<file path="src/rtl/assert_macros.svh">
// ----------------------------------------------------------------------------
// Assertion macros
// Short forms for the concurrent checks of the DTMF decoder. Each macro
// samples on the rising edge of clk and is disabled while rst is high.
// ----------------------------------------------------------------------------
`ifndef ASSERT_MACROS_SVH
`define ASSERT_MACROS_SVH

// A property that must hold at every clock edge outside reset.
`define DTMF_ASSERT(label, prop, msg) \
  label: assert property (@(posedge clk) disable iff (rst) (prop)) else $error(msg);

// When the antecedent holds, the consequent must hold in the next cycle.
`define DTMF_ASSERT_NEXT(label, ante, cons, msg) \
  label: assert property (@(posedge clk) disable iff (rst) (ante) |=> (cons)) \
    else $error(msg);

`endif

</file>
<file path="src/rtl/dtmf_pkg.sv">
`timescale 1ns / 1ps
// ----------------------------------------------------------------------------
// DTMF decoder package
// Widths, tone tables, keypad map and the request structs shared by the cells
// and the top level.
// ----------------------------------------------------------------------------
package dtmf_pkg;

  localparam int BLOCK_LEN = 50;
  localparam int NUM_BINS  = 8;
  localparam int ROM_WORDS = NUM_BINS * BLOCK_LEN;
  localparam int GROUP_LEN = 4;

  localparam int SAMPLE_W = 8;
  localparam int COEF_W   = 8;
  localparam int PROD_W   = SAMPLE_W + COEF_W;
  localparam int ACC_W    = 21;
  localparam int ENERGY_W = ACC_W + 1;
  localparam int POS_W    = $clog2(BLOCK_LEN);
  localparam int BIN_W    = $clog2(NUM_BINS);
  localparam int GIDX_W   = $clog2(GROUP_LEN);
  localparam int ADDR_W   = $clog2(ROM_WORDS);
  localparam int KEY_W    = 7;

  // Sample token that travels down the chain of bin cells.
  typedef struct packed {
    logic                       valid;
    logic                       last;
    logic [POS_W-1:0]           pos;
    logic signed [SAMPLE_W-1:0] sample;
  } token_t;

  // Running winner of a tone group, handed from cell to cell.
  typedef struct packed {
    logic                valid;
    logic [ENERGY_W-1:0] energy;
    logic [GIDX_W-1:0]   idx;
    logic [GIDX_W-1:0]   row;
  } best_t;

  localparam logic [COEF_W-1:0] COS_ROM [ROM_WORDS] = '{
    8'h7E,8'h3A,8'hB7,8'h83,8'hD7,8'h57,8'h79,8'h18,8'h9D,8'h8D,8'hFA,8'h6D,8'h6A,8'hF4,
    8'h8B,8'hA1,8'h1E,8'h7A,8'h52,8'hD1,8'h83,8'hBC,8'h3F,8'h7E,8'h34,8'hB2,8'h84,8'hDD,
    8'h5B,8'h77,8'h12,8'h99,8'h90,8'h00,8'h70,8'h67,8'hEE,8'h89,8'hA5,8'h24,
    8'h7C,8'h4E,8'hCB,8'h82,8'hC1,8'h44,8'h7D,8'h2F,8'hAD,8'h86,8'h7E,8'h2D,8'hA1,8'h91,
    8'h10,8'h7B,8'h47,8'hB8,8'h86,8'hF2,8'h70,8'h5D,8'hD2,8'h82,8'hD5,8'h60,8'h6E,8'hEE,
    8'h85,8'hBB,8'h4A,8'h7A,8'h0C,8'h8F,8'hA4,8'h30,8'h7E,8'h29,8'h9F,8'h93,
    8'h14,8'h7B,8'h44,8'hB4,8'h87,8'hF6,8'h72,8'h5A,8'hCE,8'h82,8'hD9,8'h62,8'h6C,8'hEA,
    8'h84,8'hBE,8'h4D,8'h78,8'h08,8'h8D,8'h7E,8'h1D,8'h8F,8'hAF,8'h4B,8'h74,8'hEA,8'h82,
    8'hDC,8'h6D,8'h56,8'hBA,8'h8A,8'h0F,8'h7D,8'h2B,8'h96,8'hA5,8'h3F,8'h79,
    8'hF8,8'h84,8'hCF,8'h65,8'h60,8'hC7,8'h86,8'h01,8'h7B,8'h38,8'h9F,8'h9B,8'h33,8'h7C,
    8'h06,8'h87,8'hC2,8'h5C,8'h69,8'hD4,8'h83,8'hF3,8'h77,8'h44,8'hA9,8'h94,8'h25,8'h7E,
    8'h14,8'h8C,8'h7E,8'h0C,8'h84,8'hDD,8'h75,8'h38,8'h95,8'hB4,8'h5D,8'h5D,
    8'hB4,8'h95,8'h38,8'h76,8'hDE,8'h84,8'h0B,8'h7E,8'h0C,8'h84,8'hDD,8'h75,8'h39,8'h95,
    8'hB3,8'h5D,8'h5E,8'hB5,8'h94,8'h37,8'h76,8'hDF,8'h84,8'h0A,8'h7E,8'h0D,8'h84,8'hDC,
    8'h75,8'h39,8'h96,8'hB3,8'h5C,8'h5E,8'hB5,8'h94,8'h37,8'h76,8'hDF,8'h84,
    8'h7E,8'hD7,8'h9C,8'h69,8'h20,8'h82,8'h31,8'h5E,8'h92,8'hE9,8'h7D,8'hC7,8'hA8,8'h72,
    8'h0F,8'h85,8'h41,8'h51,8'h8B,8'hFA,8'h79,8'hB8,8'hB6,8'h78,8'hFD,8'h8A,8'h4F,8'h43,
    8'h85,8'h0C,8'h73,8'hAA,8'hC5,8'h7C,8'hEB,8'h91,8'h5C,8'h33,8'h83,8'h1E,
    8'h6A,8'h9E,8'hD5,8'h7E,8'hDA,8'h9B,8'h68,8'h23,8'h82,8'h2F,8'h7E,8'hC1,8'hC2,8'h7E,
    8'hBF,8'hC3,8'h7E,8'hBE,8'hC5,8'h7E,8'hBC,8'hC6,8'h7E,8'hBB,8'hC8,8'h7E,8'hBA,8'hC9,
    8'h7E,8'hB9,8'hCA,8'h7E,8'hB7,8'hCC,8'h7D,8'hB6,8'hCD,8'h7D,8'hB5,8'hCF,
    8'h7D,8'hB3,8'hD0,8'h7D,8'hB2,8'hD2,8'h7D,8'hB1,8'hD3,8'h7C,8'hB0,8'hD5,8'h7C,8'hAE,
    8'hD6,8'h7C,8'hAD,8'hD8,8'h7B,8'hAC,8'h7E,8'hAA,8'hF7,8'h62,8'h83,8'h48,8'h1B,8'h93,
    8'h79,8'hC8,8'hD3,8'h75,8'h8E,8'h27,8'h3D,8'h86,8'h6A,8'hEB,8'hB4,8'h7D,
    8'hA1,8'h03,8'h5A,8'h82,8'h52,8'h0F,8'h9A,8'h7C,8'hBD,8'hDF,8'h6F,8'h89,8'h33,8'h32,
    8'h89,8'h70,8'hDE,8'hBE,8'h7C,8'h9A,8'h10,8'h51,8'h82,8'h5B,8'h02,8'hA2,8'h7D,8'hB3,
    8'hEC,8'h69,8'h7E,8'h96,8'h33,8'h14,8'hAB,8'h7A,8'h88,8'h4F,8'hF3,8'hC6,
    8'h6D,8'h82,8'h65,8'hD4,8'hE5,8'h5A,8'h85,8'h75,8'hB7,8'h05,8'h40,8'h8F,8'h7D,8'h9F,
    8'h25,8'h22,8'hA1,8'h7D,8'h8E,8'h43,8'h02,8'hBA,8'h74,8'h84,8'h5C,8'hE2,8'hD7,8'h63,
    8'h82,8'h6F,8'hC3,8'hF7,8'h4C,8'h89,8'h7B,8'hA9,8'h17,8'h30,8'h98,8'h7E
  };

  localparam logic [COEF_W-1:0] SIN_ROM [ROM_WORDS] = '{
    8'h00,8'h70,8'h67,8'hEE,8'h89,8'hA5,8'h24,8'h7C,8'h4E,8'hCC,8'h82,8'hC1,8'h44,8'h7D,
    8'h2F,8'hAD,8'h86,8'hE2,8'h5F,8'h75,8'h0C,8'h96,8'h93,8'h06,8'h73,8'h63,8'hE8,8'h87,
    8'hA9,8'h29,8'h7D,8'h49,8'hC6,8'h82,8'hC6,8'h49,8'h7D,8'h29,8'hA9,8'h87,
    8'hE8,8'h63,8'h73,8'h06,8'h93,8'h96,8'h0C,8'h75,8'h5F,8'hE2,8'h00,8'h76,8'h53,8'hC5,
    8'h83,8'hE3,8'h68,8'h67,8'hE1,8'h83,8'hC7,8'h55,8'h75,8'hFE,8'h89,8'hAE,8'h3D,8'h7D,
    8'h1B,8'h97,8'h9A,8'h21,8'h7D,8'h37,8'hAA,8'h8C,8'h04,8'h77,8'h50,8'hC2,
    8'h84,8'hE6,8'h6A,8'h65,8'hDD,8'h82,8'hCA,8'h58,8'h74,8'hFA,8'h88,8'hB1,8'h40,8'h7C,
    8'h18,8'h95,8'h9C,8'h25,8'h7E,8'h34,8'h00,8'h7B,8'h38,8'h9F,8'h9B,8'h32,8'h7C,8'h07,
    8'h87,8'hC1,8'h5C,8'h69,8'hD5,8'h83,8'hF2,8'h77,8'h45,8'hA9,8'h93,8'h25,
    8'h7E,8'h15,8'h8C,8'hB5,8'h52,8'h70,8'hE2,8'h82,8'hE4,8'h71,8'h50,8'hB4,8'h8D,8'h17,
    8'h7E,8'h23,8'h92,8'hAA,8'h46,8'h76,8'hF0,8'h83,8'hD6,8'h6A,8'h5B,8'hC0,8'h88,8'h09,
    8'h7C,8'h31,8'h00,8'h7D,8'h17,8'h87,8'hD2,8'h71,8'h43,8'h9C,8'hAB,8'h55,
    8'h65,8'hBE,8'h8F,8'h2D,8'h79,8'hE9,8'h82,8'hFF,8'h7D,8'h18,8'h87,8'hD2,8'h70,8'h43,
    8'h9C,8'hAA,8'h54,8'h65,8'hBF,8'h8F,8'h2D,8'h79,8'hEA,8'h82,8'hFF,8'h7D,8'h18,8'h87,
    8'hD1,8'h70,8'h44,8'h9C,8'hAA,8'h54,8'h65,8'hBF,8'h8F,8'h2C,8'h7A,8'hEB,
    8'h00,8'h77,8'hB3,8'hBA,8'h7A,8'hF7,8'h8C,8'h54,8'h3E,8'h84,8'h12,8'h70,8'hA6,8'hCA,
    8'h7D,8'hE5,8'h94,8'h60,8'h2E,8'h82,8'h23,8'h67,8'h9A,8'hDA,8'h7E,8'hD4,8'h9E,8'h6B,
    8'h1D,8'h83,8'h34,8'h5C,8'h91,8'hEC,8'h7C,8'hC4,8'hAA,8'h73,8'h0B,8'h86,
    8'h44,8'h4F,8'h8A,8'hFD,8'h78,8'hB5,8'hB8,8'h79,8'hFA,8'h8B,8'h00,8'h6D,8'h92,8'h02,
    8'h6C,8'h92,8'h03,8'h6B,8'h91,8'h05,8'h6A,8'h90,8'h06,8'h6A,8'h8F,8'h08,8'h69,8'h8F,
    8'h09,8'h68,8'h8E,8'h0B,8'h67,8'h8D,8'h0D,8'h66,8'h8D,8'h0E,8'h65,8'h8C,
    8'h10,8'h64,8'h8B,8'h11,8'h63,8'h8B,8'h13,8'h62,8'h8A,8'h14,8'h61,8'h8A,8'h16,8'h60,
    8'h89,8'h18,8'h5F,8'h89,8'h19,8'h5E,8'h00,8'h5C,8'h82,8'h4F,8'h12,8'h98,8'h7B,8'hC0,
    8'hDC,8'h71,8'h8A,8'h30,8'h35,8'h88,8'h6E,8'hE2,8'hBB,8'h7C,8'h9C,8'h0C,
    8'h53,8'h82,8'h58,8'h06,8'hA0,8'h7D,8'hB6,8'hE8,8'h6B,8'h86,8'h3B,8'h29,8'h8D,8'h74,
    8'hD6,8'hC6,8'h79,8'h95,8'h19,8'h4A,8'h83,8'h61,8'hF9,8'hA8,8'h7E,8'hAC,8'hF5,8'h64,
    8'h84,8'h46,8'h00,8'h45,8'h8D,8'h7C,8'hA3,8'h20,8'h27,8'h9E,8'h7D,8'h90,
    8'h3E,8'h07,8'hB5,8'h76,8'h85,8'h58,8'hE7,8'hD2,8'h67,8'h82,8'h6C,8'hC8,8'hF1,8'h50,
    8'h88,8'h79,8'hAD,8'h12,8'h35,8'h95,8'h7E,8'h97,8'h31,8'h16,8'hAA,8'h7A,8'h89,8'h4D,
    8'hF5,8'hC5,8'h6E,8'h82,8'h64,8'hD6,8'hE3,8'h5B,8'h84,8'h74,8'hB9,8'h03
  };

  // Keypad characters, row-major: "123A", "456B", "789C", "*0#D".
  localparam logic [KEY_W-1:0] KEYPAD [GROUP_LEN*GROUP_LEN] = '{
    7'h31, 7'h32, 7'h33, 7'h41,
    7'h34, 7'h35, 7'h36, 7'h42,
    7'h37, 7'h38, 7'h39, 7'h43,
    7'h2A, 7'h30, 7'h23, 7'h44
  };

  function automatic logic [ADDR_W-1:0] rom_addr(input logic [BIN_W-1:0] bin,
                                                 input logic [POS_W-1:0] pos);
    rom_addr = ADDR_W'(bin) * ADDR_W'(BLOCK_LEN) + ADDR_W'(pos);
  endfunction

  function automatic logic signed [COEF_W-1:0] cos_word(input logic [BIN_W-1:0] bin,
                                                       input logic [POS_W-1:0] pos);
    cos_word = $signed(COS_ROM[rom_addr(bin, pos)]);
  endfunction

  function automatic logic signed [COEF_W-1:0] sin_word(input logic [BIN_W-1:0] bin,
                                                       input logic [POS_W-1:0] pos);
    sin_word = $signed(SIN_ROM[rom_addr(bin, pos)]);
  endfunction

  function automatic logic [KEY_W-1:0] key_of(input logic [GIDX_W-1:0] row,
                                             input logic [GIDX_W-1:0] col);
    key_of = KEYPAD[{row, col}];
  endfunction

endpackage

</file>
<file path="src/rtl/dtmf_bin_cell.sv">
`timescale 1ns / 1ps
// ----------------------------------------------------------------------------
// DTMF bin cell
// One tone bin: correlates each passing sample with its cosine and sine words,
// and at the end of a block folds its magnitude into the group's running
// winner before handing both on to the next cell.
// ----------------------------------------------------------------------------
module dtmf_bin_cell import dtmf_pkg::*; (
  input  logic             clk,
  input  logic             rst,
  input  logic             en,
  input  logic [BIN_W-1:0] bin,
  input  token_t           tok_in,
  output token_t           tok_out,
  input  best_t            best_in,
  output best_t            best_out
);

  logic signed [ACC_W-1:0]    acc_re;
  logic signed [ACC_W-1:0]    acc_im;
  logic                       done;

  logic signed [PROD_W-1:0]   prod_re;
  logic signed [PROD_W-1:0]   prod_im;
  logic signed [ACC_W-1:0]    base_re;
  logic signed [ACC_W-1:0]    base_im;
  logic [ACC_W-1:0]           mag_re;
  logic [ACC_W-1:0]           mag_im;
  logic [ENERGY_W-1:0]        energy;
  logic                       head;
  logic                       take;

  always_comb begin
    if (tok_in.valid) begin
      prod_re = tok_in.sample * cos_word(bin, tok_in.pos);
      prod_im = tok_in.sample * sin_word(bin, tok_in.pos);
    end else begin
      prod_re = '0;
      prod_im = '0;
    end
    // A finished block is read out and cleared in the same cycle.
    base_re = done ? '0 : acc_re;
    base_im = done ? '0 : acc_im;
  end

  always_comb begin
    mag_re = acc_re[ACC_W-1] ? ACC_W'(-acc_re) : ACC_W'(acc_re);
    mag_im = acc_im[ACC_W-1] ? ACC_W'(-acc_im) : ACC_W'(acc_im);
    energy = {1'b0, mag_re} + {1'b0, mag_im};
    head   = (bin[GIDX_W-1:0] == '0);
    // Strict compare so the lower bin keeps a tie.
    take   = head || (energy > best_in.energy);
  end

  always_ff @(posedge clk) begin
    if (rst) begin
      acc_re         <= '0;
      acc_im         <= '0;
      done           <= 1'b0;
      tok_out.valid  <= 1'b0;
      best_out.valid <= 1'b0;
    end else if (en) begin
      acc_re         <= base_re + ACC_W'(prod_re);
      acc_im         <= base_im + ACC_W'(prod_im);
      done           <= tok_in.valid && tok_in.last;
      tok_out.valid  <= tok_in.valid;
      best_out.valid <= done;
    end
  end

  always_ff @(posedge clk) begin
    if (en) begin
      tok_out.last   <= tok_in.last;
      tok_out.pos    <= tok_in.pos;
      tok_out.sample <= tok_in.sample;
      if (done) begin
        best_out.energy <= take ? energy : best_in.energy;
        best_out.idx    <= take ? bin[GIDX_W-1:0] : best_in.idx;
        best_out.row    <= head ? best_in.idx : best_in.row;
      end
    end
  end

endmodule

</file>
<file path="config.mk">
export PLATFORM = sky130hd
export DESIGN_NAME = dtmf_bin_cell
export DESIGN_NICKNAME = d
export VERILOG_FILES = /design/src/rtl/assert_macros.svh /design/src/rtl/dtmf_pkg.sv /design/src/rtl/dtmf_bin_cell.sv
export SDC_FILE = /design/constraint.sdc
export NUM_CORES = 1
export LEC_CHECK = 0
export BUFFER_PORTS_ARGS = -buffer_cell sky130_fd_sc_hd__buf_4
export CAP_MARGIN = 10
export CORE_AREA = 3 3 355 182
export CTS_CLUSTER_SIZE = 24
export DETAILED_ROUTE_END_ITERATION = 6
export DIE_AREA = 0 0 358 185
export MAX_ROUTING_LAYER = met4
export PLACE_DENSITY = 0.64
export REMOVE_ABC_BUFFERS = 1
export SYNTH_ARGS = -nofsm -noshare
export SYNTH_HDL_FRONTEND = slang
export SYNTH_SLANG_ARGS = --single-unit
</file>
<file path="constraint.sdc">
create_clock -name clk -period 12 [get_ports clk]
set_clock_uncertainty 0.05 [all_clocks]
set_input_delay 2.4 -clock clk [delete_from_list [all_inputs] [get_ports clk]]
set_output_delay 2.4 -clock clk [all_outputs]
set_load 0.01 [all_outputs]
</file>
==> results.py <==
metrics = {
    "status": {
        "outcome": "complete, no violations",
    },
    "sta": {
        "slew_viol_final": 0,
        "max_freq_mhz": 85.9,
        "timing.slew.headroom_pct": 23.2,
        "setup_viol": 0,
        "hold_violations": 0,
        "fin_crit_sh_pct": 97.0,
        "layout_min_cycle_time_ns": 11.64,
        "tightestPinTransition_ns": 1.14,
    },
    "clock_tree": {
        "cts-root-buf": "clkbuf_16",
        "numCtsBuffers": 9,
        "cts_buffer_depth": 2,
        "worst_skew_pair.late_latency_ns": 0.37,
        "cts_tree": "built",
        "htreeDepth": 3,
        "clk_pin_slew_ns": 0.07,
        "cts.sinks": 86,
    },
    "placement": {
        "dp.cells": 4402,
        "hpwl_um": 109000,
        "gp_congestion": 1.09,
        "port_buffers": 90,
    },
    "job": {
        "drv_cap": 0,
    },
    "final_layout": {
        "regArea_um2": 2130,
        "drive_above_1_share_pct": 28.2,
        "final_nets": 3947,
        "multi_input_area_um2": 17900,
        "layout.cells.non_filler": 4448,
        "fill_cells": 6084,
        "area_growth_pct": 37.3,
    },
    "logic_synthesis": {
        "synth_top_area_share_pct": 10.7,
        "synth_area_leaders": "fa_1 11%, ha_1 10%, edfxtp_1 5.7%",
        "synth_top_cell_by_area": "fa_1",
        "synth.most_common_cell": "nor2_1",
        "ys_warn_count": 0,
        "synthFlopType": "dfxtp_1",
        "yosys-top-cells-count": "268 x nor2_1, 240 x nand2_1, 223 x inv_1, 191 x a21oi_1, 179 x o21ai_0",
        "yosysSeqAreaShare_pct": 9.90,
        "synth_edf_count": 41,
        "ys_async_sr_fraction_pct": 0,
        "syn_area_per_cell_um2": 7.38,
        "synth_cell_type_count": 88,
        "syn-instance-count": 2918,
        "ys_ff_latch": 86,
        "netlist_area_um2": 21500,
    },
    "critical_path": {
        "critPathMaxStageDelay_ns": 0.97,
        "worstSetupPathType": "primary input to register",
        "cpMaxStageDelayCell": "o311ai_0",
        "cp_max_fo": 13,
        "crit_path_start_kind": "primary input",
        "crit_arrival_ns": 11.84,
        "required_ns": 12.20,
        "cp_common_cell": "buf_4",
        "worstSetupEndpointType": "register",
    },
    "grt": {
        "grt_pass1_wl_um": 188000,
        "grt_max_degree": 46,
        "grt_pass1_vias": 26300,
        "antenna_found_initial": 11,
        "grt_usage_pct": 40.6,
        "gr-total-overflow": 0,
    },
    "detailed_routing": {
        "wl_um": 133000,
        "wl_per_cell_um": 29.9,
        "vias": 27200,
        "ant_nets": 0,
        "avgViaCountPerCell": 6.11,
        "drtPass1Iterations": 6,
        "drc": 0,
        "drtIter0Drc": 3391,
    },
    "floorplan": {
        "dieArea_um2": 66200,
        "die_y_um": 185,
        "core_um2": 61200,
        "start_util_pct": 35.2,
        "rows": 64,
        "die_x_um": 358,
        "ios": 92,
    },
    "worst_hold_path": {
        "hold_class": "register to register",
    },
}
## final timing paths
kind / from / endpoint / slack, ns / cells past startpoint
max: bin[0] / acc_im[20] / 0.36 / 42
min: acc_im[1] / acc_im[1] / 0.45 / 2
max reg2reg: acc_re[0] / best_out[2] / 5.34 / 23
min reg2reg: acc_im[1] / acc_im[1] / 0.45 / 2
## cell usage in the layout (no fill, tap or decap), drive strengths merged, types with 74 or more instances in the layout
cell type  instances
xnor2            101
ha               178
nand2            240
a21oi            193
buf              900
nor3              97
o21ai            181
and2             111
inv              227
nor2             268
nand3             74
fa               115
## metal layers
metal  global-route usage (%)  up-vias  routed length (µm)
li1                         -    12000                   -
met3                     11.0      364               15100
met1                     53.2    13300               57100
met5                        -        -                   0
met2                     58.8     1589               54000
met4                     17.5        0                6790
## stage by stage
stage                     hold WS (ns)  worst slack, ns  util [%]  cell area, µm²  setup TNS, ns
after floorplan                  0.417            -6.54         -           20600        -193.74
after global placement           0.431           -0.334      47.3           28900         -0.414
after detailed placement         0.439           -0.409      47.3           28900         -0.505
after CTS                        0.448           0.0465      47.7           29200              0
after global routing             0.476          -0.0311      48.3           29500        -0.0311
final                            0.450            0.359      48.3           29600              0
## logic make-up after synthesis
kind of cell / share of synthesized area, %
AOI/OAI and AO/OA: 27.9
xor gates and xnor gates: 5.59
adders and majority gates: 21.1
buffers and inverters: 8.30
DFF: 9.90
muxes: 5.06
and+or+nand+nor: 22.2
## what timing repair did
action	in CTS	in global routing
gates resized for setup	2	46
pin swaps	0	7
setup buffers	0	16
setup endpoints to repair	1	8
gates cloned	0	1
hold buffers	0	0
## area by class of cell
class | count | share of cell area (%)
antenna | 13 | 0.110
clock buffer | 11 | 0.787
clock inverter | 5 | 0.119
inverter | 228 | 2.91
multi-input combinational | 2380 | 60.6
sequential | 86 | 7.21
tap | 825 | 3.49
timing repair buffer | 900 | 24.8
## state kept, by name, summed over array words and instances (netlist names)
register and flops:
done 1, acc_re 21, best_out 27, acc_im 21
tok_out 16
## worst max-delay path, delay by kind of cell
kind / cells / cell delay, ns
adder cells (fa/ha/maj): 8 / 3.38
AO/OA/AOI/OAI: 14 / 3.07
buffers and inverters: 13 / 1.83
XOR/XNOR: 2 / 0.38
multiplexers: 1 / 0.38
AND/OR/NAND/NOR: 4 / 0.35
Power is left out: the tool's default activity adds up to more than one toggle a clock period on the data nets, which glitch-free logic cannot reach.
